==> config.mk <==
export PLATFORM = sky130hd
export DESIGN_NAME = lzsw_useq
export DESIGN_NICKNAME = d
export VERILOG_FILES = /design/src/rtl/core/lzsw_pkg.sv /design/src/rtl/core/lzsw_useq.sv
export SDC_FILE = /design/constraint.sdc
export NUM_CORES = 1
export LEC_CHECK = 0
export BUFFER_PORTS_ARGS = -buffer_cell sky130_fd_sc_hd__buf_2
export CORE_MARGIN = 2
export CORE_UTILIZATION = 40
export CTS_CLUSTER_SIZE = 40
export DETAILED_ROUTE_END_ITERATION = 7
export GPL_ROUTABILITY_DRIVEN = 0
export HOLD_SLACK_MARGIN = 0.08
export PLACE_DENSITY = 0.71
export SKIP_CTS_REPAIR_TIMING = 1
export SLEW_MARGIN = 20
export SYNTH_ARGS = -nofsm -noshare
export SYNTH_HDL_FRONTEND = slang
export SYNTH_SLANG_ARGS = --single-unit
==> constraint.sdc <==
create_clock -name clk -period 3.7 [get_ports clk]
set_input_delay 0.74 -clock clk [delete_from_list [all_inputs] [get_ports clk]]
set_output_delay 0.74 -clock clk [all_outputs]
set_load 0.1 [all_outputs]
==> src/rtl/core/lzsw_pkg.sv <==
// Shared types, constants and the microcode program of the short-window LZ decompressor.
// The top level, sequencer and datapath refer to this package by scoped names.
`default_nettype none

package lzsw_pkg;

	// Saturation value of the 32-bit counters.
	localparam logic [31:0] CNT_MAX = 32'hFFFF_FFFF;

	// Configuration address: bit APB_AW-1 selects the 32-bit register.
	localparam int          APB_AW         = 3;
	localparam logic        REG_SIZE_BE    = 1'b0;

	// Token nibble escape, length extension escape, minimum match and offset bias.
	localparam logic [3:0]  NIB_ESC        = 4'hF;
	localparam logic [7:0]  LEN_ESC        = 8'hFF;
	localparam logic [31:0] MATCH_MIN      = 32'd3;
	localparam logic [8:0]  OFFSET_BIAS    = 9'd4;

	// Stream parsing phase, one-hot.
	typedef enum logic [6:0] {
		PH_HEADER = 7'b0000001,
		PH_TOKEN  = 7'b0000010,
		PH_LITEXT = 7'b0000100,
		PH_LIT    = 7'b0001000,
		PH_OFFSET = 7'b0010000,
		PH_MEXT   = 7'b0100000,
		PH_COPY   = 7'b1000000
	} phase_t;

	// Datapath operations selected by the control word.
	typedef enum logic [3:0] {
		OP_NOP,
		OP_HDR,
		OP_TOK,
		OP_LK,
		OP_LITEXT,
		OP_LIT,
		OP_OFF,
		OP_MEXT,
		OP_MSTART,
		OP_BINIT,
		OP_HRD,
		OP_BEM,
		OP_ST_DONE,
		OP_ST_ERR,
		OP_ST_PEND
	} op_t;

	// Jump conditions.
	typedef enum logic [2:0] {
		C_NEVER,
		C_ALWAYS,
		C_NIB_HI15,
		C_NIB_LO15,
		C_B_NOT255,
		C_ZERO_STREAM,
		C_DIST_BAD,
		C_BURST_MORE
	} cond_t;

	// Step counter and program addresses.
	typedef logic [3:0] step_t;

	localparam step_t ST_IDLE   = 4'd0;
	localparam step_t ST_HDR    = 4'd1;
	localparam step_t ST_TOK    = 4'd2;
	localparam step_t ST_LK     = 4'd3;
	localparam step_t ST_SDONE  = 4'd4;
	localparam step_t ST_LITEXT = 4'd5;
	localparam step_t ST_LIT    = 4'd6;
	localparam step_t ST_OFF    = 4'd7;
	localparam step_t ST_MSTART = 4'd8;
	localparam step_t ST_BINIT  = 4'd9;
	localparam step_t ST_BRD    = 4'd10;
	localparam step_t ST_BEM    = 4'd11;
	localparam step_t ST_SERR   = 4'd12;
	localparam step_t ST_MEXT   = 4'd13;
	localparam step_t ST_SPEND  = 4'd14;

	// One control word of the program.
	typedef struct packed {
		op_t   op;
		logic  emit;
		cond_t cond;
		step_t target;
		logic  fall_idle;
	} ctrl_t;

	// Control from the sequencer to the datapath.
	typedef struct packed {
		logic en;
		logic emit;
		op_t  op;
	} dp_ctrl_t;

	// Status from the datapath to the sequencer.
	typedef struct packed {
		phase_t phase;
		logic   nib_hi15;
		logic   nib_lo15;
		logic   b_not255;
		logic   zero_stream;
		logic   dist_bad;
		logic   burst_more;
		logic   out_free;
	} dp_stat_t;

	// Saturating 32-bit add.
	function automatic logic [31:0] sat_add32(input logic [31:0] a, input logic [31:0] b);
		logic [32:0] s;
		s = {1'b0, a} + {1'b0, b};
		return s[32] ? CNT_MAX : s[31:0];
	endfunction

	function automatic ctrl_t mk(input op_t op, input logic emit, input cond_t cond,
			input step_t target, input logic fall_idle);
		ctrl_t w;
		w.op        = op;
		w.emit      = emit;
		w.cond      = cond;
		w.target    = target;
		w.fall_idle = fall_idle;
		return w;
	endfunction

	// Microcode program. A taken jump goes to target; otherwise the step
	// falls through to the next address, or back to idle when fall_idle is set.
	function automatic ctrl_t ucode_rom(input step_t pc);
		ctrl_t w;
		unique case (pc)
			ST_IDLE:   w = mk(OP_NOP,      1'b0, C_NEVER,       ST_IDLE,   1'b1);
			ST_HDR:    w = mk(OP_HDR,      1'b0, C_ALWAYS,      ST_IDLE,   1'b1);
			ST_TOK:    w = mk(OP_TOK,      1'b0, C_NIB_HI15,    ST_IDLE,   1'b0);
			ST_LK:     w = mk(OP_LK,       1'b0, C_ZERO_STREAM, ST_SDONE,  1'b1);
			ST_SDONE:  w = mk(OP_ST_DONE,  1'b1, C_ALWAYS,      ST_IDLE,   1'b1);
			ST_LITEXT: w = mk(OP_LITEXT,   1'b0, C_B_NOT255,    ST_LK,     1'b1);
			ST_LIT:    w = mk(OP_LIT,      1'b1, C_ALWAYS,      ST_IDLE,   1'b1);
			ST_OFF:    w = mk(OP_OFF,      1'b0, C_NIB_LO15,    ST_IDLE,   1'b0);
			ST_MSTART: w = mk(OP_MSTART,   1'b0, C_DIST_BAD,    ST_SERR,   1'b0);
			ST_BINIT:  w = mk(OP_BINIT,    1'b0, C_NEVER,       ST_IDLE,   1'b0);
			ST_BRD:    w = mk(OP_HRD,      1'b0, C_NEVER,       ST_IDLE,   1'b0);
			ST_BEM:    w = mk(OP_BEM,      1'b1, C_BURST_MORE,  ST_BRD,    1'b1);
			ST_SERR:   w = mk(OP_ST_ERR,   1'b1, C_ALWAYS,      ST_IDLE,   1'b1);
			ST_MEXT:   w = mk(OP_MEXT,     1'b0, C_B_NOT255,    ST_MSTART, 1'b1);
			ST_SPEND:  w = mk(OP_ST_PEND,  1'b1, C_ALWAYS,      ST_IDLE,   1'b1);
			default:   w = mk(OP_NOP,      1'b0, C_ALWAYS,      ST_IDLE,   1'b1);
		endcase
		return w;
	endfunction

	// Entry step for an accepted transaction.
	function automatic step_t dispatch(input logic kind, input phase_t ph);
		step_t s;
		if (kind) begin
			s = (ph == PH_COPY) ? ST_BINIT : ST_IDLE;
		end else begin
			unique case (ph)
				PH_HEADER: s = ST_HDR;
				PH_TOKEN:  s = ST_TOK;
				PH_LITEXT: s = ST_LITEXT;
				PH_LIT:    s = ST_LIT;
				PH_OFFSET: s = ST_OFF;
				PH_MEXT:   s = ST_MEXT;
				PH_COPY:   s = ST_SPEND;
				default:   s = ST_IDLE;
			endcase
		end
		return s;
	endfunction

endpackage

`default_nettype wire

==> src/rtl/core/lzsw_useq.sv <==
// Microcoded sequencer: step counter, program table lookup and jump logic.
// Uses lzsw_pkg for the program, control word and status types.
`default_nettype none

module lzsw_useq (
	input  wire                 clk,
	input  wire                 arst_n,
	input  wire                 in_valid,
	input  wire                 in_kind,
	output logic                in_ready,
	input  lzsw_pkg::dp_stat_t  stat,
	output lzsw_pkg::dp_ctrl_t  ctrl
);

	lzsw_pkg::step_t pc_q;
	lzsw_pkg::ctrl_t word;
	logic            cond_true;
	logic            stall;

	// Decode the current control word and evaluate its jump condition.
	always_comb begin
		word = lzsw_pkg::ucode_rom(pc_q);
		unique case (word.cond)
			lzsw_pkg::C_NEVER:       cond_true = 1'b0;
			lzsw_pkg::C_ALWAYS:      cond_true = 1'b1;
			lzsw_pkg::C_NIB_HI15:    cond_true = stat.nib_hi15;
			lzsw_pkg::C_NIB_LO15:    cond_true = stat.nib_lo15;
			lzsw_pkg::C_B_NOT255:    cond_true = stat.b_not255;
			lzsw_pkg::C_ZERO_STREAM: cond_true = stat.zero_stream;
			lzsw_pkg::C_DIST_BAD:    cond_true = stat.dist_bad;
			lzsw_pkg::C_BURST_MORE:  cond_true = stat.burst_more;
			default:                 cond_true = 1'b0;
		endcase
		// A step that emits waits until the output register can take a result.
		stall     = word.emit && !stat.out_free;
		ctrl.en   = (pc_q != lzsw_pkg::ST_IDLE) && !stall;
		ctrl.emit = word.emit;
		ctrl.op   = word.op;
		in_ready  = (pc_q == lzsw_pkg::ST_IDLE);
	end

	// Step counter.
	always_ff @(posedge clk or negedge arst_n) begin
		if (!arst_n) begin
			pc_q <= lzsw_pkg::ST_IDLE;
		end else if (pc_q == lzsw_pkg::ST_IDLE) begin
			if (in_valid) begin
				pc_q <= lzsw_pkg::dispatch(in_kind, stat.phase);
			end
		end else if (!stall) begin
			if (cond_true) begin
				pc_q <= word.target;
			end else if (word.fall_idle) begin
				pc_q <= lzsw_pkg::ST_IDLE;
			end else begin
				pc_q <= pc_q + 4'd1;
			end
		end
	end

endmodule

`default_nettype wire

== Word level (Yosys, flattened, before mapping) ==
Memory sizes are Yosys's and may differ from the RTL's.
Index checks and enable logic that the tools add are counted.
Storage, ports and cells
  output and inout bits: 7
  logic and storage cells: 36
  flip-flop bits (word level): 4
  memories: 1
  bits in read-only memories: 208
  input bits: 18
Memories
  (no name shown): depth 16, bits a word 13, read ports 1, clocked after Yosys merged registers in 0, write ports 0, line lzsw_pkg.sv:131  | unique case (pc)
Operators by class
  reductions and logical operators: 8
  mux-type cells: 9
  equal/unequal tests: 16
  $add $sub $neg: 1
Operator list (number)
  4-bit two-way mux: 7
  4-bit case mux with 7 select lines: 1
  3-bit equality test (second input constant): 4
  1-bit case mux with 8 select lines: 1
  7-bit by 1-bit equality test with 1-bit output (second input constant): 1
  7-bit by 2-bit equality test with 1-bit output (second input constant): 1
  7-bit by 3-bit equality test with 1-bit output (second input constant): 1
  7-bit by 4-bit equality test with 1-bit output (second input constant): 1
  7-bit by 5-bit equality test with 1-bit output (second input constant): 1
  7-bit by 6-bit equality test with 1-bit output (second input constant): 1
  7-bit equality test (second input constant): 1
  3-bit by 2-bit equality test with 1-bit output (second input constant): 2
  4-bit by 1-bit adder with 4-bit output (second input constant): 1
  4-bit zero test: 1
  2-bit inequality test (second input constant): 2
  4-bit nonzero test: 1
  3-bit by 1-bit equality test with 1-bit output (second input constant): 1
  3-bit zero test: 1
  1-bit logical AND: 2
  1-bit zero test: 2
  2-bit AND reduction: 1

== Logic depth before layout (Yosys ltp) ==
An unclocked memory read counts as a cell.
  depth in word-level cells: 6
  gate-level depth with buffers: 9

== Worst setup path before layout ==
OpenSTA, ideal clock, no wires.
  path type: register -> output
  start: reg pc_q[0]
  end: out ctrl[5] (netlist name)
  stages on the path, launching flop included: 7
  setup slack: -0.196 ns
  buffers on the path: 0
  required time: 2.960 ns
  data arrival time: 3.156 ns
  cell sequence: dfrtp_1 inv_1 ha_1 nor2_1 a21oi_1 nor2b_1 nor2_1
RTL lines
  start: declaration: line lzsw_useq.sv:15  | lzsw_pkg::step_t pc_q;
  start signal: assignment: line lzsw_useq.sv:45  | pc_q <= lzsw_pkg::ST_IDLE;
  start signal: assignment: line lzsw_useq.sv:48  | pc_q <= lzsw_pkg::dispatch(in_kind, stat.phase);
  start signal: assignment: line lzsw_useq.sv:52  | pc_q <= word.target;
  end: declaration: line lzsw_useq.sv:12  | output lzsw_pkg::dp_ctrl_t ctrl

== Worst setup path after layout ==
  start: reg pc_q[1]
  end: out in_ready
On the way
  word-level cells in the longest chain between the ends: 1
Ends and longest elaborated chain
  4-bit zero test: line lzsw_useq.sv:39  | in_ready = (pc_q == lzsw_pkg::ST_IDLE);
  end: declaration: line lzsw_useq.sv:10  | output logic in_ready,
Every way passes these cells.

==> impl_metrics.ini <==
[run_status]
status = finished clean

[worst_setup_path]
cpMostUsedCell = inv_1
rrSetupSlack_ns = 0.93
path_buf_inv = 3
end_kind = output pin
cp.depth = 6
crit_arrival_ns = 2.14
r2r.worst_path.cells = 8
critPathKind = register to output pin
slowest_delay_ns = 0.49
r2r_start = pc_q[1]$_DFFE_PN0P_
critPathRequiredTime_ns = 2.96
path_delay_family = buffers and inverters
cp-start-kind = register
cpMaxStageDelayCell = dfrtp_1
cp_max_fo = 8
reg2reg_to = pc_q[1]$_DFFE_PN0P_
crit_chain = inv_1 -> ha_1 -> nand2b_1 -> or2_2 -> inv_1 -> buf_2

[sta]
worst_pin_slew_ns = 0.601
rsz0062_at_grt = false
slew_headroom_pct = 59.9
holdWs_ns = 0.308
fin_crit_sh_pct = 77.8
tns_ns = 0
hold_violations = 0
final-setup-viol-count = 0
final.setup_skew_ns = 0.00178
maxSlewViolCount = 0
min_period_ns = 2.88
fmax_mhz = 348

[floorplan]
ios = 25
fp.dieW_um = 53.0
start_util_pct = 43.0
dieArea_sq_um = 2810
die_y_um = 53.0
fp.coreArea_sq_um = 2230
rows = 17

[route]
routed_via_density = 5.82
drt-total-wl_um = 2340
ant_nets = 0
remaining_drc_errors = 0
firstDrtPassIters = 4
drt_iter0_drc = 18
wire_per_inst_um = 13.2
vias = 1036

[logic_synthesis]
netlist_area_sq_um = 961
synthTopCellsByCount = nor2_1, nand2_1, ha_1, o21ai_0, inv_1
yosys-top-cells-area = ha_1, dfrtp_1, o21ai_0, nor2_1, nand2_1
synth_cell_types = 49
yosysMostFrequentCell = nor2_1
async_reset_ff_share_pct = 100
synth_ff_type = dfrtp_1
ys.warnings.count = 0
synth_edf_count = 0
synth_top_area_share_pct = 13.0
ys_seq_elements = 4
synthCells = 130
ys_seq_area_share_pct = 10.4
postSynthAreaPerCell_sq_um = 7.39
syn_nets = 158
yosysTopAreaCell = ha_1

[grt]
grt_most_used_layer = met2
met1_usage_pct = 21.8
met2_usage_pct = 34.8
grt_pass1_vias = 973
grt_pass1_wl_um = 4020
grt.met3_usage_pct = 1.98
grt_max_degree = 23
antenna_found_initial = 0
gr-total-overflow = 0
track_usage_pct = 18.4

[run]
cap_violations = 0

[placement]
dpl.hpwl_um = 1840
port-buffer-count = 24
placed_area_sq_um = 1070
placed_cells = 175

[layout]
final_nets = 180
largest_registers = pc_q x4
drive_gt1_share_pct = 24.7
syn_to_final_growth_pct = 14.1
fill_cells = 240
largest_register = pc_q
final_cell_count_no_fill = 178
multi_input_area_sq_um = 785
regArea_sq_um = 100
largest_register_ffs = 4
antenna-diode-count = 0
fin_area_sq_um = 1100

[clock_tree]
cts_max_path_buffers = 2
cts_num_sinks = 4
cts_tree = done
htree_levels = 1
root_buffer = clkbuf_4
clock_latency_ns = 0.23
cts_inserted_buffers = 3
clkTransAtPathRegs_ns = 0.04

[hold_path]
hp-class = input pin to async pin
placed cells by master (no fill, tap or decap), types with 2 or more instances in the layout:
master	instances
ha_1	10
nor2b_1	2
buf_2	24
o32a_1	3
inv_1	9
a31oi_1	4
o21ai_0	10
nand2b_1	3
nand2_1	11
and3_1	2
xnor2_1	2
mux2i_1	3
clkbuf_4	3
a21oi_1	7
nand3_1	5
nor4_1	4
nor2_1	11
xor2_1	2
dfrtp_1	4
nor3_1	2
routing by layer:
| metal | vias up | part of all wire (%) |
|---|---|---|
| met2 | 28 | 50 |
| met1 | 483 | 46 |
| met3 | 2 | 3.4 |
| li1 | 523 | - |
| met4 | 0 | 0.68 |
| met5 | - | 0 |
layout make-up:
cell class,count,area share [%]
multi-input combinational,110,71.6
tap,28,3.20
clock buffer,3,2.05
sequential,4,9.13
timing repair buffer,24,11.0
inverter,9,3.08
through the flow:
step	setup WS, ns	utilization (%)
after floorplan	0.0413	-
after global placement	1.00	48.1
after detailed placement	0.943	48.1
after CTS	0.822	49.1
after global routing	0.686	49.1
final	0.823	49.1
worst max path at each step:
| stage | start | end | slack [ns] |
|---|---|---|---|
| floorplan | pc_q[1]$_DFFE_PN0P_ | ctrl[5] | 0.04 |
| global placement | pc_q[1]$_DFFE_PN0P_ | pc_q[1]$_DFFE_PN0P_ | 1.00 |
| detailed placement | pc_q[1]$_DFFE_PN0P_ | pc_q[1]$_DFFE_PN0P_ | 0.94 |
| CTS | pc_q[1]$_DFFE_PN0P_ | in_ready | 0.82 |
| global route | pc_q[0]$_DFFE_PN0P_ | ctrl[5] | 0.69 |
| finish | pc_q[1]$_DFFE_PN0P_ | in_ready | 0.82 |
cells by family after synthesis:
| group | after synthesis | share of synthesized area (%) |
|---|---|---|
| AND/OR/NAND/NOR | 55 | 32.4 |
| AO/OA/AOI/OAI | 38 | 29.2 |
| buffers and inverters | 16 | 8.20 |
| adder cells (fa/ha/maj) | 10 | 13.0 |
| XOR/XNOR | 4 | 3.65 |
| flip-flops | 4 | 10.4 |
| multiplexers | 3 | 3.13 |
Power is left out: the tool's default activity adds up to more than one toggle a clock period on the data nets, which glitch-free logic cannot reach.
