`src/rtl/core/lzsw_pkg.sv`:
```
// Shared types, constants and the microcode program of the short-window LZ decompressor.
// The top level, sequencer and datapath refer to this package by scoped names.
`default_nettype none

package lzsw_pkg;

	// Saturation value of the 32-bit counters.
	localparam logic [31:0] CNT_MAX = 32'hFFFF_FFFF;

	// Configuration address: bit APB_AW-1 selects the 32-bit register.
	localparam int          APB_AW         = 3;
	localparam logic        REG_SIZE_BE    = 1'b0;

	// Token nibble escape, length extension escape, minimum match and offset bias.
	localparam logic [3:0]  NIB_ESC        = 4'hF;
	localparam logic [7:0]  LEN_ESC        = 8'hFF;
	localparam logic [31:0] MATCH_MIN      = 32'd3;
	localparam logic [8:0]  OFFSET_BIAS    = 9'd4;

	// Stream parsing phase, one-hot.
	typedef enum logic [6:0] {
		PH_HEADER = 7'b0000001,
		PH_TOKEN  = 7'b0000010,
		PH_LITEXT = 7'b0000100,
		PH_LIT    = 7'b0001000,
		PH_OFFSET = 7'b0010000,
		PH_MEXT   = 7'b0100000,
		PH_COPY   = 7'b1000000
	} phase_t;

	// Datapath operations selected by the control word.
	typedef enum logic [3:0] {
		OP_NOP,
		OP_HDR,
		OP_TOK,
		OP_LK,
		OP_LITEXT,
		OP_LIT,
		OP_OFF,
		OP_MEXT,
		OP_MSTART,
		OP_BINIT,
		OP_HRD,
		OP_BEM,
		OP_ST_DONE,
		OP_ST_ERR,
		OP_ST_PEND
	} op_t;

	// Jump conditions.
	typedef enum logic [2:0] {
		C_NEVER,
		C_ALWAYS,
		C_NIB_HI15,
		C_NIB_LO15,
		C_B_NOT255,
		C_ZERO_STREAM,
		C_DIST_BAD,
		C_BURST_MORE
	} cond_t;

	// Step counter and program addresses.
	typedef logic [3:0] step_t;

	localparam step_t ST_IDLE   = 4'd0;
	localparam step_t ST_HDR    = 4'd1;
	localparam step_t ST_TOK    = 4'd2;
	localparam step_t ST_LK     = 4'd3;
	localparam step_t ST_SDONE  = 4'd4;
	localparam step_t ST_LITEXT = 4'd5;
	localparam step_t ST_LIT    = 4'd6;
	localparam step_t ST_OFF    = 4'd7;
	localparam step_t ST_MSTART = 4'd8;
	localparam step_t ST_BINIT  = 4'd9;
	localparam step_t ST_BRD    = 4'd10;
	localparam step_t ST_BEM    = 4'd11;
	localparam step_t ST_SERR   = 4'd12;
	localparam step_t ST_MEXT   = 4'd13;
	localparam step_t ST_SPEND  = 4'd14;

	// One control word of the program.
	typedef struct packed {
		op_t   op;
		logic  emit;
		cond_t cond;
		step_t target;
		logic  fall_idle;
	} ctrl_t;

	// Control from the sequencer to the datapath.
	typedef struct packed {
		logic en;
		logic emit;
		op_t  op;
	} dp_ctrl_t;

	// Status from the datapath to the sequencer.
	typedef struct packed {
		phase_t phase;
		logic   nib_hi15;
		logic   nib_lo15;
		logic   b_not255;
		logic   zero_stream;
		logic   dist_bad;
		logic   burst_more;
		logic   out_free;
	} dp_stat_t;

	// Saturating 32-bit add.
	function automatic logic [31:0] sat_add32(input logic [31:0] a, input logic [31:0] b);
		logic [32:0] s;
		s = {1'b0, a} + {1'b0, b};
		return s[32] ? CNT_MAX : s[31:0];
	endfunction

	function automatic ctrl_t mk(input op_t op, input logic emit, input cond_t cond,
			input step_t target, input logic fall_idle);
		ctrl_t w;
		w.op        = op;
		w.emit      = emit;
		w.cond      = cond;
		w.target    = target;
		w.fall_idle = fall_idle;
		return w;
	endfunction

	// Microcode program. A taken jump goes to target; otherwise the step
	// falls through to the next address, or back to idle when fall_idle is set.
	function automatic ctrl_t ucode_rom(input step_t pc);
		ctrl_t w;
		unique case (pc)
			ST_IDLE:   w = mk(OP_NOP,      1'b0, C_NEVER,       ST_IDLE,   1'b1);
			ST_HDR:    w = mk(OP_HDR,      1'b0, C_ALWAYS,      ST_IDLE,   1'b1);
			ST_TOK:    w = mk(OP_TOK,      1'b0, C_NIB_HI15,    ST_IDLE,   1'b0);
			ST_LK:     w = mk(OP_LK,       1'b0, C_ZERO_STREAM, ST_SDONE,  1'b1);
			ST_SDONE:  w = mk(OP_ST_DONE,  1'b1, C_ALWAYS,      ST_IDLE,   1'b1);
			ST_LITEXT: w = mk(OP_LITEXT,   1'b0, C_B_NOT255,    ST_LK,     1'b1);
			ST_LIT:    w = mk(OP_LIT,      1'b1, C_ALWAYS,      ST_IDLE,   1'b1);
			ST_OFF:    w = mk(OP_OFF,      1'b0, C_NIB_LO15,    ST_IDLE,   1'b0);
			ST_MSTART: w = mk(OP_MSTART,   1'b0, C_DIST_BAD,    ST_SERR,   1'b0);
			ST_BINIT:  w = mk(OP_BINIT,    1'b0, C_NEVER,       ST_IDLE,   1'b0);
			ST_BRD:    w = mk(OP_HRD,      1'b0, C_NEVER,       ST_IDLE,   1'b0);
			ST_BEM:    w = mk(OP_BEM,      1'b1, C_BURST_MORE,  ST_BRD,    1'b1);
			ST_SERR:   w = mk(OP_ST_ERR,   1'b1, C_ALWAYS,      ST_IDLE,   1'b1);
			ST_MEXT:   w = mk(OP_MEXT,     1'b0, C_B_NOT255,    ST_MSTART, 1'b1);
			ST_SPEND:  w = mk(OP_ST_PEND,  1'b1, C_ALWAYS,      ST_IDLE,   1'b1);
			default:   w = mk(OP_NOP,      1'b0, C_ALWAYS,      ST_IDLE,   1'b1);
		endcase
		return w;
	endfunction

	// Entry step for an accepted transaction.
	function automatic step_t dispatch(input logic kind, input phase_t ph);
		step_t s;
		if (kind) begin
			s = (ph == PH_COPY) ? ST_BINIT : ST_IDLE;
		end else begin
			unique case (ph)
				PH_HEADER: s = ST_HDR;
				PH_TOKEN:  s = ST_TOK;
				PH_LITEXT: s = ST_LITEXT;
				PH_LIT:    s = ST_LIT;
				PH_OFFSET: s = ST_OFF;
				PH_MEXT:   s = ST_MEXT;
				PH_COPY:   s = ST_SPEND;
				default:   s = ST_IDLE;
			endcase
		end
		return s;
	endfunction

endpackage

`default_nettype wire

```
`src/rtl/core/lzsw_datapath.sv`:
```
// Datapath: stream state registers, history ring memory and the output register.
// Uses lzsw_pkg for the control and status structs, phases and constants.
`default_nettype none

module lzsw_datapath #(
	parameter int HISTORY_DEPTH = 512,
	parameter int MAX_BURST     = 64
) (
	input  wire                 clk,
	input  wire                 arst_n,
	input  wire                 size_big_endian,
	input  wire                 in_accept,
	input  wire  [7:0]          in_byte,
	input  lzsw_pkg::dp_ctrl_t  ctrl,
	output lzsw_pkg::dp_stat_t  stat,
	output logic                out_valid,
	input  wire                 out_ready,
	output logic [7:0]          out_byte,
	output logic                out_last,
	output logic                out_copy_pending,
	output logic                out_stream_done,
	output logic                out_error
);

	localparam int AW = $clog2(HISTORY_DEPTH);
	localparam int NW = $clog2(MAX_BURST);
	localparam logic [AW:0]   DEPTH_EXT  = (AW + 1)'(HISTORY_DEPTH);
	localparam logic [AW-1:0] WR_LAST    = AW'(HISTORY_DEPTH - 1);
	localparam logic [NW-1:0] BURST_LAST = NW'(MAX_BURST - 1);
	localparam logic [31:0]   BURST_MAX  = 32'(MAX_BURST);

	lzsw_pkg::phase_t phase_q;
	logic [1:0]       hc_q;
	logic [31:0]      size_q;
	logic [31:0]      prod_q;
	logic [7:0]       tok_q;
	logic [31:0]      lit_q;
	logic             final_q;
	logic [31:0]      ml_q;
	logic [8:0]       dist_q;
	logic [AW-1:0]    wr_q;
	logic [NW-1:0]    n_q;
	logic             pend_q;
	logic [7:0]       byte_q;
	logic [7:0]       rdata_q;
	logic [7:0]       hist_mem [HISTORY_DEPTH];

	logic             out_valid_q;
	logic [7:0]       out_byte_q;
	logic             out_last_q;
	logic             out_pend_q;
	logic             out_done_q;
	logic             out_err_q;

	logic             fire;
	logic             emit_fire;
	logic [AW:0]      rd_sum;
	logic [AW-1:0]    rd_addr;
	logic [AW-1:0]    wr_next;
	logic [31:0]      prod_inc;
	logic [33:0]      final_sum;
	logic             burst_last;
	logic             hist_we;
	logic             hist_re;
	logic [7:0]       hist_wdata;
	logic [7:0]       o_byte;
	logic             o_last;
	logic             o_pend;
	logic             o_done;
	logic             o_err;

	// Read address behind the write position, and shared increments.
	always_comb begin
		fire       = ctrl.en;
		emit_fire  = ctrl.en && ctrl.emit;
		rd_sum     = {1'b0, wr_q} + DEPTH_EXT - (AW + 1)'(dist_q);
		rd_addr    = (rd_sum >= DEPTH_EXT) ? AW'(rd_sum - DEPTH_EXT) : rd_sum[AW-1:0];
		wr_next    = (wr_q == WR_LAST) ? '0 : wr_q + 1'b1;
		prod_inc   = lzsw_pkg::sat_add32(prod_q, 32'd1);
		final_sum  = {2'b00, prod_q} + {2'b00, lit_q} + 34'd4;
		burst_last = (ml_q == 32'd1) || (n_q == BURST_LAST);
		hist_we    = fire && ((ctrl.op == lzsw_pkg::OP_LIT) || (ctrl.op == lzsw_pkg::OP_BEM));
		hist_re    = fire && (ctrl.op == lzsw_pkg::OP_HRD);
		hist_wdata = (ctrl.op == lzsw_pkg::OP_LIT) ? byte_q : rdata_q;
	end

	// Status for the sequencer's jump conditions.
	always_comb begin
		stat.phase       = phase_q;
		stat.nib_hi15    = (byte_q[7:4] == lzsw_pkg::NIB_ESC);
		stat.nib_lo15    = (tok_q[3:0] == lzsw_pkg::NIB_ESC);
		stat.b_not255    = (byte_q != lzsw_pkg::LEN_ESC);
		stat.zero_stream = (lit_q == 32'd0) && (size_q == 32'd0);
		stat.dist_bad    = (32'(dist_q) > prod_q);
		stat.burst_more  = !burst_last;
		stat.out_free    = !out_valid_q || out_ready;
	end

	// Result fields for the emitting operations.
	always_comb begin
		o_byte = 8'd0;
		o_last = 1'b1;
		o_pend = 1'b0;
		o_done = 1'b0;
		o_err  = 1'b0;
		unique case (ctrl.op)
			lzsw_pkg::OP_LIT: begin
				o_byte = byte_q;
				o_done = (lit_q == 32'd1) && final_q;
			end
			lzsw_pkg::OP_BEM: begin
				o_byte = rdata_q;
				o_last = burst_last;
				o_pend = pend_q;
			end
			lzsw_pkg::OP_ST_DONE: begin
				o_done = 1'b1;
			end
			lzsw_pkg::OP_ST_ERR: begin
				o_err = 1'b1;
			end
			lzsw_pkg::OP_ST_PEND: begin
				o_pend = 1'b1;
				o_err  = 1'b1;
			end
			default: begin
				o_last = 1'b0;
			end
		endcase
	end

	// Latch the byte of each accepted transaction.
	always_ff @(posedge clk) begin
		if (in_accept) begin
			byte_q <= in_byte;
		end
	end

	// History ring: one write and one registered read per cycle.
	always_ff @(posedge clk) begin
		if (hist_we) begin
			hist_mem[wr_q] <= hist_wdata;
		end
		if (hist_re) begin
			rdata_q <= hist_mem[rd_addr];
		end
	end

	// Stream state updated by the current operation.
	always_ff @(posedge clk or negedge arst_n) begin
		if (!arst_n) begin
			phase_q <= lzsw_pkg::PH_HEADER;
			hc_q    <= 2'd0;
			size_q  <= 32'd0;
			prod_q  <= 32'd0;
			tok_q   <= 8'd0;
			lit_q   <= 32'd0;
			final_q <= 1'b0;
			ml_q    <= 32'd0;
			dist_q  <= 9'd0;
			wr_q    <= '0;
			n_q     <= '0;
			pend_q  <= 1'b0;
		end else if (fire) begin
			unique case (ctrl.op)
				lzsw_pkg::OP_HDR: begin
					if (size_big_endian) begin
						size_q <= (hc_q == 2'd0) ? {24'd0, byte_q} : {size_q[23:0], byte_q};
					end else begin
						unique case (hc_q)
							2'd0: size_q <= {24'd0, byte_q};
							2'd1: size_q <= {size_q[31:16], byte_q, size_q[7:0]};
							2'd2: size_q <= {size_q[31:24], byte_q, size_q[15:0]};
							2'd3: size_q <= {byte_q, size_q[23:0]};
							default: size_q <= size_q;
						endcase
					end
					hc_q <= hc_q + 2'd1;
					if (hc_q == 2'd3) begin
						prod_q  <= 32'd0;
						phase_q <= lzsw_pkg::PH_TOKEN;
					end
				end
				lzsw_pkg::OP_TOK: begin
					tok_q   <= byte_q;
					lit_q   <= {28'd0, byte_q[7:4]};
					final_q <= 1'b0;
					if (byte_q[7:4] == lzsw_pkg::NIB_ESC) begin
						phase_q <= lzsw_pkg::PH_LITEXT;
					end
				end
				lzsw_pkg::OP_LK: begin
					if (lit_q == 32'd0) begin
						if (size_q == 32'd0) begin
							phase_q <= lzsw_pkg::PH_HEADER;
							hc_q    <= 2'd0;
						end else begin
							phase_q <= lzsw_pkg::PH_OFFSET;
						end
					end else begin
						final_q <= (final_sum >= {2'b00, size_q});
						phase_q <= lzsw_pkg::PH_LIT;
					end
				end
				lzsw_pkg::OP_LITEXT: begin
					lit_q <= lzsw_pkg::sat_add32(lit_q, {24'd0, byte_q});
				end
				lzsw_pkg::OP_LIT: begin
					wr_q   <= wr_next;
					prod_q <= prod_inc;
					lit_q  <= lit_q - 32'd1;
					if (lit_q == 32'd1) begin
						if (final_q) begin
							final_q <= 1'b0;
							hc_q    <= 2'd0;
							phase_q <= lzsw_pkg::PH_HEADER;
						end else begin
							phase_q <= lzsw_pkg::PH_OFFSET;
						end
					end
				end
				lzsw_pkg::OP_OFF: begin
					dist_q <= {1'b0, byte_q} + lzsw_pkg::OFFSET_BIAS;
					ml_q   <= {28'd0, tok_q[3:0]};
					if (tok_q[3:0] == lzsw_pkg::NIB_ESC) begin
						phase_q <= lzsw_pkg::PH_MEXT;
					end
				end
				lzsw_pkg::OP_MEXT: begin
					ml_q <= lzsw_pkg::sat_add32(ml_q, {24'd0, byte_q});
				end
				lzsw_pkg::OP_MSTART: begin
					// An offset reaching before the stream start drops the match.
					if (32'(dist_q) > prod_q) begin
						ml_q    <= 32'd0;
						phase_q <= lzsw_pkg::PH_TOKEN;
					end else begin
						ml_q <= lzsw_pkg::sat_add32(ml_q, lzsw_pkg::MATCH_MIN);
					end
				end
				lzsw_pkg::OP_BINIT: begin
					n_q    <= '0;
					pend_q <= (ml_q > BURST_MAX);
				end
				lzsw_pkg::OP_BEM: begin
					wr_q   <= wr_next;
					prod_q <= prod_inc;
					ml_q   <= ml_q - 32'd1;
					n_q    <= n_q + 1'b1;
					if (burst_last) begin
						phase_q <= pend_q ? lzsw_pkg::PH_COPY : lzsw_pkg::PH_TOKEN;
					end
				end
				default: begin
					phase_q <= phase_q;
				end
			endcase
		end
	end

	// Output register: holds one result until the downstream side takes it.
	always_ff @(posedge clk or negedge arst_n) begin
		if (!arst_n) begin
			out_valid_q <= 1'b0;
		end else if (emit_fire) begin
			out_valid_q <= 1'b1;
		end else if (out_ready) begin
			out_valid_q <= 1'b0;
		end
	end

	always_ff @(posedge clk) begin
		if (emit_fire) begin
			out_byte_q <= o_byte;
			out_last_q <= o_last;
			out_pend_q <= o_pend;
			out_done_q <= o_done;
			out_err_q  <= o_err;
		end
	end

	assign out_valid        = out_valid_q;
	assign out_byte         = out_byte_q;
	assign out_last         = out_last_q;
	assign out_copy_pending = out_pend_q;
	assign out_stream_done  = out_done_q;
	assign out_error        = out_err_q;

endmodule

`default_nettype wire

```
`config.mk`:
```
export PLATFORM = sky130hd
export DESIGN_NAME = lzsw_datapath
export DESIGN_NICKNAME = d
export VERILOG_FILES = /design/src/rtl/core/lzsw_pkg.sv /design/src/rtl/core/lzsw_datapath.sv
export SDC_FILE = /design/constraint.sdc
export NUM_CORES = 2
export LEC_CHECK = 0
export BUFFER_PORTS_ARGS = -buffer_cell sky130_fd_sc_hd__buf_2
export CORE_AREA = 2 2 544 546
export CTS_CLUSTER_SIZE = 10
export DETAILED_ROUTE_END_ITERATION = 7
export DIE_AREA = 0 0 546 548
export PLACE_DENSITY = 0.75
export REMOVE_ABC_BUFFERS = 1
export SYNTH_ARGS = -nofsm -noshare
export SYNTH_HDL_FRONTEND = slang
export SYNTH_SLANG_ARGS = --single-unit
```
`constraint.sdc`:
```
create_clock -name clk -period 10.35 [get_ports clk]
set_clock_uncertainty 0.15 [all_clocks]
set_input_delay 1.5525 -clock clk [delete_from_list [all_inputs] [get_ports clk]]
set_output_delay 1.5525 -clock clk [all_outputs]
set_load 0.02 [all_outputs]
```
-- Word level (Yosys, flattened, before mapping)
Memory sizes are Yosys's and may differ from the RTL's. A register that Yosys moved wholly into a read port is not among the register bits.
Index checks and enable logic that the tools add are counted.
- add/sub/neg operators: 15
- $lt $le $gt $ge: 4
- equal/unequal tests: 37
- muxes and demuxes: 44
- reductions and logical operators: 39
- operators by type and width (operator ; count):
    $mux W32 ; 8
    $pmux W32 S4 ; 2
    $pmux W32 S3 ; 1
    $add A32 B8 Y33 ; 2
    $eq A32 B1 Y1 const B ; 2
    $logic_not A32 Y1 ; 2
    $pmux W32 S2 ; 1
    $sub A32 B1 Y32 const B ; 2
    $mux W7 ; 8
    $pmux W7 S7 ; 1
    $eq A4 B4 Y1 const B ; 9
    $add A33 B3 Y34 const B ; 1
    $ge A34 B32 Y1 ; 1
    $add A32 B1 Y33 const B ; 1
    $add A32 B2 Y33 const B ; 1
    $add A32 B32 Y33 ; 1
    $gt A32 B7 Y1 const B ; 1
    $gt A9 B32 Y1 ; 1
    $ne A2 B2 Y1 const B ; 12
    $mux W9 ; 2
    $eq A4 B3 Y1 const B ; 4
    $pmux W8 S2 ; 1
    $reduce_and A4 Y1 ; 4
    $reduce_and A2 Y1 ; 7
    other kinds (38) ; 64
- flip-flop bits (word level): 188
- bits in writable memories: 4096
- input port bits: 19
- memories: 1
- memory list (memory ; depth ; width ; rd ports ; clocked after memory_dff ; wr ports ; RTL line ; source):
    hist_mem ; 512 ; 8 ; 1 ; 1 ; 1 ; lzsw_datapath.sv:46 ; logic [7:0] hist_mem [HISTORY_DEPTH];

-- Longest topological paths before layout
- depth in word-level cells: 5
- gate-level depth with buffers: 22

-- Worst setup path before layout
No wires, ideal clock.
- path kind: input port to flip-flop
- start: input port ctrl[3] in the netlist's numbering
- end: memory hist_mem[0][1] (data pin)
- setup time: 1443 ps
- data arrival time: 8499 ps
- path slack: 258 ps
- stages on the path: 5
- path through: nand2b_1 > nor2_1 > clkbuf_1 > nand2_1 > nand2_1
- cells in the longest elaborated chain, start to end: 2
- RTL lines (what ; RTL line ; source):
    start: declaration ; lzsw_datapath.sv:14 ; input lzsw_pkg::dp_ctrl_t ctrl,
    $eq A4 B3 Y1 ; lzsw_datapath.sv:84 ; hist_wdata = (ctrl.op == lzsw_pkg::OP_LIT) ? byte_q : rdata_q;
    $mux W8 ; lzsw_datapath.sv:84 ;
    net hist_wdata[1] ; lzsw_datapath.sv:65 ; logic [7:0] hist_wdata;
    end: declaration ; lzsw_datapath.sv:46 ;
The timed path passes the listed nets, and every way through them passes these cells.

-- Worst setup path in the final report
- start: register wr_q[0]
- end: register rdata_q[6] (read register of hist_mem) (data pin)
- cells in the longest elaborated chain, start to end: 4
- elaborated cells on any way between the ends: 5
- classes of those cells: add/sub (3); order compare (1); mux (1)
- RTL lines (what ; RTL line ; source):
    start: declaration ; lzsw_datapath.sv:41 ; logic [AW-1:0] wr_q;
    start signal: assignment ; lzsw_datapath.sv:209 ; wr_q <= wr_next;
    start signal: assignment ; lzsw_datapath.sv:246 ; wr_q <= wr_next;
    $add A9 B10 Y10 * ; lzsw_datapath.sv:76 ; rd_sum = {1'b0, wr_q} + DEPTH_EXT - (AW + 1)'(dist_q);
    $sub A10 B9 Y10 * ; lzsw_datapath.sv:76 ;
    $sub A9 B1 Y9 or $ge A10 B10 Y1 (tied branches) ; lzsw_datapath.sv:77 ; rd_addr = (rd_sum >= DEPTH_EXT) ? AW'(rd_sum - DEPTH_EXT) : rd_sum[AW-1:0];
    $mux W9 * ; lzsw_datapath.sv:77 ;
    end: declaration ; lzsw_datapath.sv:45 ; logic [7:0] rdata_q;
Every way passes the cells marked *; elsewhere a longest branch is shown, timed or not.
A chain may end at the register's enable or synchronous reset.

==> run metrics <==
layout cell share with drive strength beyond 1=0.2176; vias in the first global route=92.36k; # IOs=46; detailed-route via count=92.05k; DIE WIDTH=546 um; Mapped Cells=8980; busiest layer in global routing=met2; fillers=18.19k; die height=548 um; worst hold stages=2; clock-pin slew on the worst setup and hold paths=0.06 ns; async set-or-reset flop fraction in the synthesized netlist=0.03914; H-tree levels=5; first-pass GRT wire length=659800 um; CP max FO=115; Post-CTS Hold Fix Bufs=0; TritonCTS clock tree=done; M2 GR Usage=0.4717; Buffers on Ports=45; met3 usage in global routing=0.06766; sequential share of the synthesized area=0.7309; Layout Nets=9266; die area=299200 um^2; crit share post-route=0.6491; number of flops mapped to enable cells by yosys=4124; synth-to-layout area growth=9.870%; total track usage=0.3032; Post-CTS Resized=0; r2r setup slk=3.63 ns; Worst VDD drop=0.5590 mV; Final Hold Viols=0; hold path start=phase_q[3]; drt drc=0; leakage power=0.06133 uW; Reg-to-Reg End=rdata_q[6]; DP HPWL=257800 um; clk root buf=clkbuf_16; Worst R2R Path Depth=14; Routed wire per std cell=34.44 um; hold endpoint=phase_q[3]; R2R Path Start=wr_q[0]; power density over the cells=294.1 nW/um^2; Max clock buf depth=4; status=finished, final reports clean; row count=199; M1 GR Usage=0.4238; Initial Util=0.5978; Crit Path Category=reg2reg; worst slew pin tran=1.435 ns; max_cap viols=0; setup TNS=0 ns; yosys warns=0; most frequent cells in the layout=edfxtp_1, mux4_2, nor2_1; crit path DAT=7.25 ns; Worst path max stage delay=1.28 ns; CP max-delay cell=fa_4; pin count of the biggest net entering global routing=183; worst-path cell chain=inv_1 > ha_4 > inv_1 > fa_4 > buf_12 > buf_12 > mux4_2 > mux2i_1 > mux2i_1 > mux2_2 > nor4_1 > a41oi_1 > nand4_1 > a221oi_1; Via density=7.010; antenna violations before repair=13; CTS buffer count=475; Top FF cell, synth=edfxtp_1; syn avg cell area=19.51 um^2; Yosys cell types=95; Max Fclk=148.8 MHz; Cell Area, Synth=175200 um^2; post-route antenna net violation count=0; pre-CTS WS=3.881 ns; Clk Latency, worst-skew pair=0.98 ns; drt first-iter violations=14.17k; Synth Register Bits=4292; endpoints failing setup=0; GR Overflow Total=0; DRT Wirelength=452300 um; RSZ-0062 raised after global routing=no; Hold/Removal Path Class=reg2reg; Pre-Repair DR Iteration Count=7; CP endpoint kind=flop; normalized max-slew margin=0.03964; WP data required=10.88 ns; Tmin final=6.718 ns; clk sinks=4292; Power, Total=56620 uW; most common cell after layout, fill and taps aside=edfxtp_1; post-CTS setup buffers=0; Placeable Area=293100 um^2; gpl congestion=0.9179; setup ws final=3.632 ns; fin. max-slew vios=0; Critical Path Start Type=flop
## worst max-delay path by stage
| stage | startpoint | endpoint | slack (ns) | depth (start not counted) |
|---|---|---|---|---|
| CTS | wr_q[0] | rdata_q[6] | 3.81 | 14 |
| detailed placement | wr_q[0] | rdata_q[6] | 3.88 | 14 |
| finish | wr_q[0] | rdata_q[6] | 3.63 | 14 |
| global route | wr_q[0] | rdata_q[6] | 3.61 | 14 |
| global placement | wr_q[0] | rdata_q[6] | 3.86 | 14 |
| floorplan | wr_q[0] | rdata_q[6] | -31.62 | 10 |
## worst max-delay path, delay by kind of cell, from the launching register on
kind	cells	cell delay [ns]
AO/OA/AOI/OAI	2	0.40
adder cells (fa/ha/maj)	2	1.45
buffers and inverters	4	1.18
flip-flops	1	0.46
multiplexers	4	1.46
AND/OR/NAND/NOR	2	1.13
## through the flow
step             util  instances  hold WS, ns  instance area, um^2
4_1_cts        0.6568      13130       0.3277               192500
3_5_place_dp   0.6129      12540       0.3155               179600
3_3_place_gp   0.6128      12540       0.3106               179600
6_report       0.6568      13130       0.3200               192500
5_1_grt        0.6568      13130       0.3562               192500
2_1_floorplan       -       8436       0.3176               172700
## power breakdown
part	switching (uW)	internal [uW]
logic	12800	9480
clock network	6380	8330
registers	191	19500
total	19300	37300
## per-layer routing
metal  vias to the layer above  share of wire
li1                      36870              -
met1                     47760           0.36
met2                      6406           0.47
met3                       992           0.12
met4                        16          0.046
met5                         -        0.00023
## area by class of cell
class / instances / area [um^2] / area share
Clock buffer: 551 / 12360 / 0.06421
Multi-Input combinational cell: 4042 / 44630 / 0.2318
Tap cell: 3919 / 4903 / 0.02547
Sequential cell: 4292 / 128000 / 0.6652
Clock inverter: 37 / 515.5 / 0.002678
Antenna cell: 4 / 10.01 / 0.00005200
Timing Repair Buffer: 185 / 1645 / 0.008548
Inverter: 102 / 382.9 / 0.001989
## state kept, by name, indices dropped and copies added, names as in the netlist
| signal | cells |
|---|---|
| hist_mem | 4096 |
| lit_q | 32 |
| ml_q | 32 |
| prod_q | 32 |
| size_q | 32 |
| dist_q | 9 |
| wr_q | 9 |
| byte_q | 8 |
| out_byte | 8 |
| rdata_q | 8 |
| phase_q | 7 |
| n_q | 6 |
| tok_q | 4 |
| hc_q | 2 |
| final_q | 1 |
| out_copy_pending | 1 |
| out_error | 1 |
| out_last | 1 |
| out_stream_done | 1 |
| out_valid | 1 |
| pend_q | 1 |
## kinds of logic after synthesis
family,after synthesis,synth area share
AOI/OAI and AO/OA,837,0.03077
buffers and inverters,646,0.01646
and+or+nand+nor,1582,0.04003
adders and majority gates,149,0.01081
DFF,4292,0.7309
xor gates and xnor gates,93,0.004692
muxes,1381,0.1664
## synthesized netlist by cell type (all sizes together) (18+ instances only)
| master | n | area share |
|---|---|---|
| nor2b | 41 | 0.0015 |
| buf | 263 | 0.0082 |
| nand4 | 48 | 0.0017 |
| mux2i | 140 | 0.0080 |
| a21oi | 216 | 0.0062 |
| nor4 | 34 | 0.0012 |
| a211oi | 35 | 0.0015 |
| o221ai | 22 | 0.0011 |
| mux4 | 1223 | 0.16 |
| nor3 | 76 | 0.0023 |
| edfxtp | 4124 | 0.71 |
| a21o | 40 | 0.0017 |
| nand3 | 124 | 0.0035 |
| nor2 | 728 | 0.016 |
| clkbuf | 281 | 0.0060 |
| and2 | 18 | 0.00064 |
| o211ai | 18 | 0.00077 |
| xor2 | 35 | 0.0018 |
| a31oi | 52 | 0.0019 |
| dfrtp | 167 | 0.024 |
| nand2 | 383 | 0.0082 |
| and3 | 34 | 0.0012 |
| mux2 | 18 | 0.0012 |
| xnor2 | 58 | 0.0029 |
| a22oi | 73 | 0.0031 |
| inv | 101 | 0.0022 |
| nand2b | 25 | 0.00089 |
| a221oi | 32 | 0.0016 |
| o21ai | 200 | 0.0057 |
| ha | 145 | 0.010 |
Power figures use the tool's default switching activity.
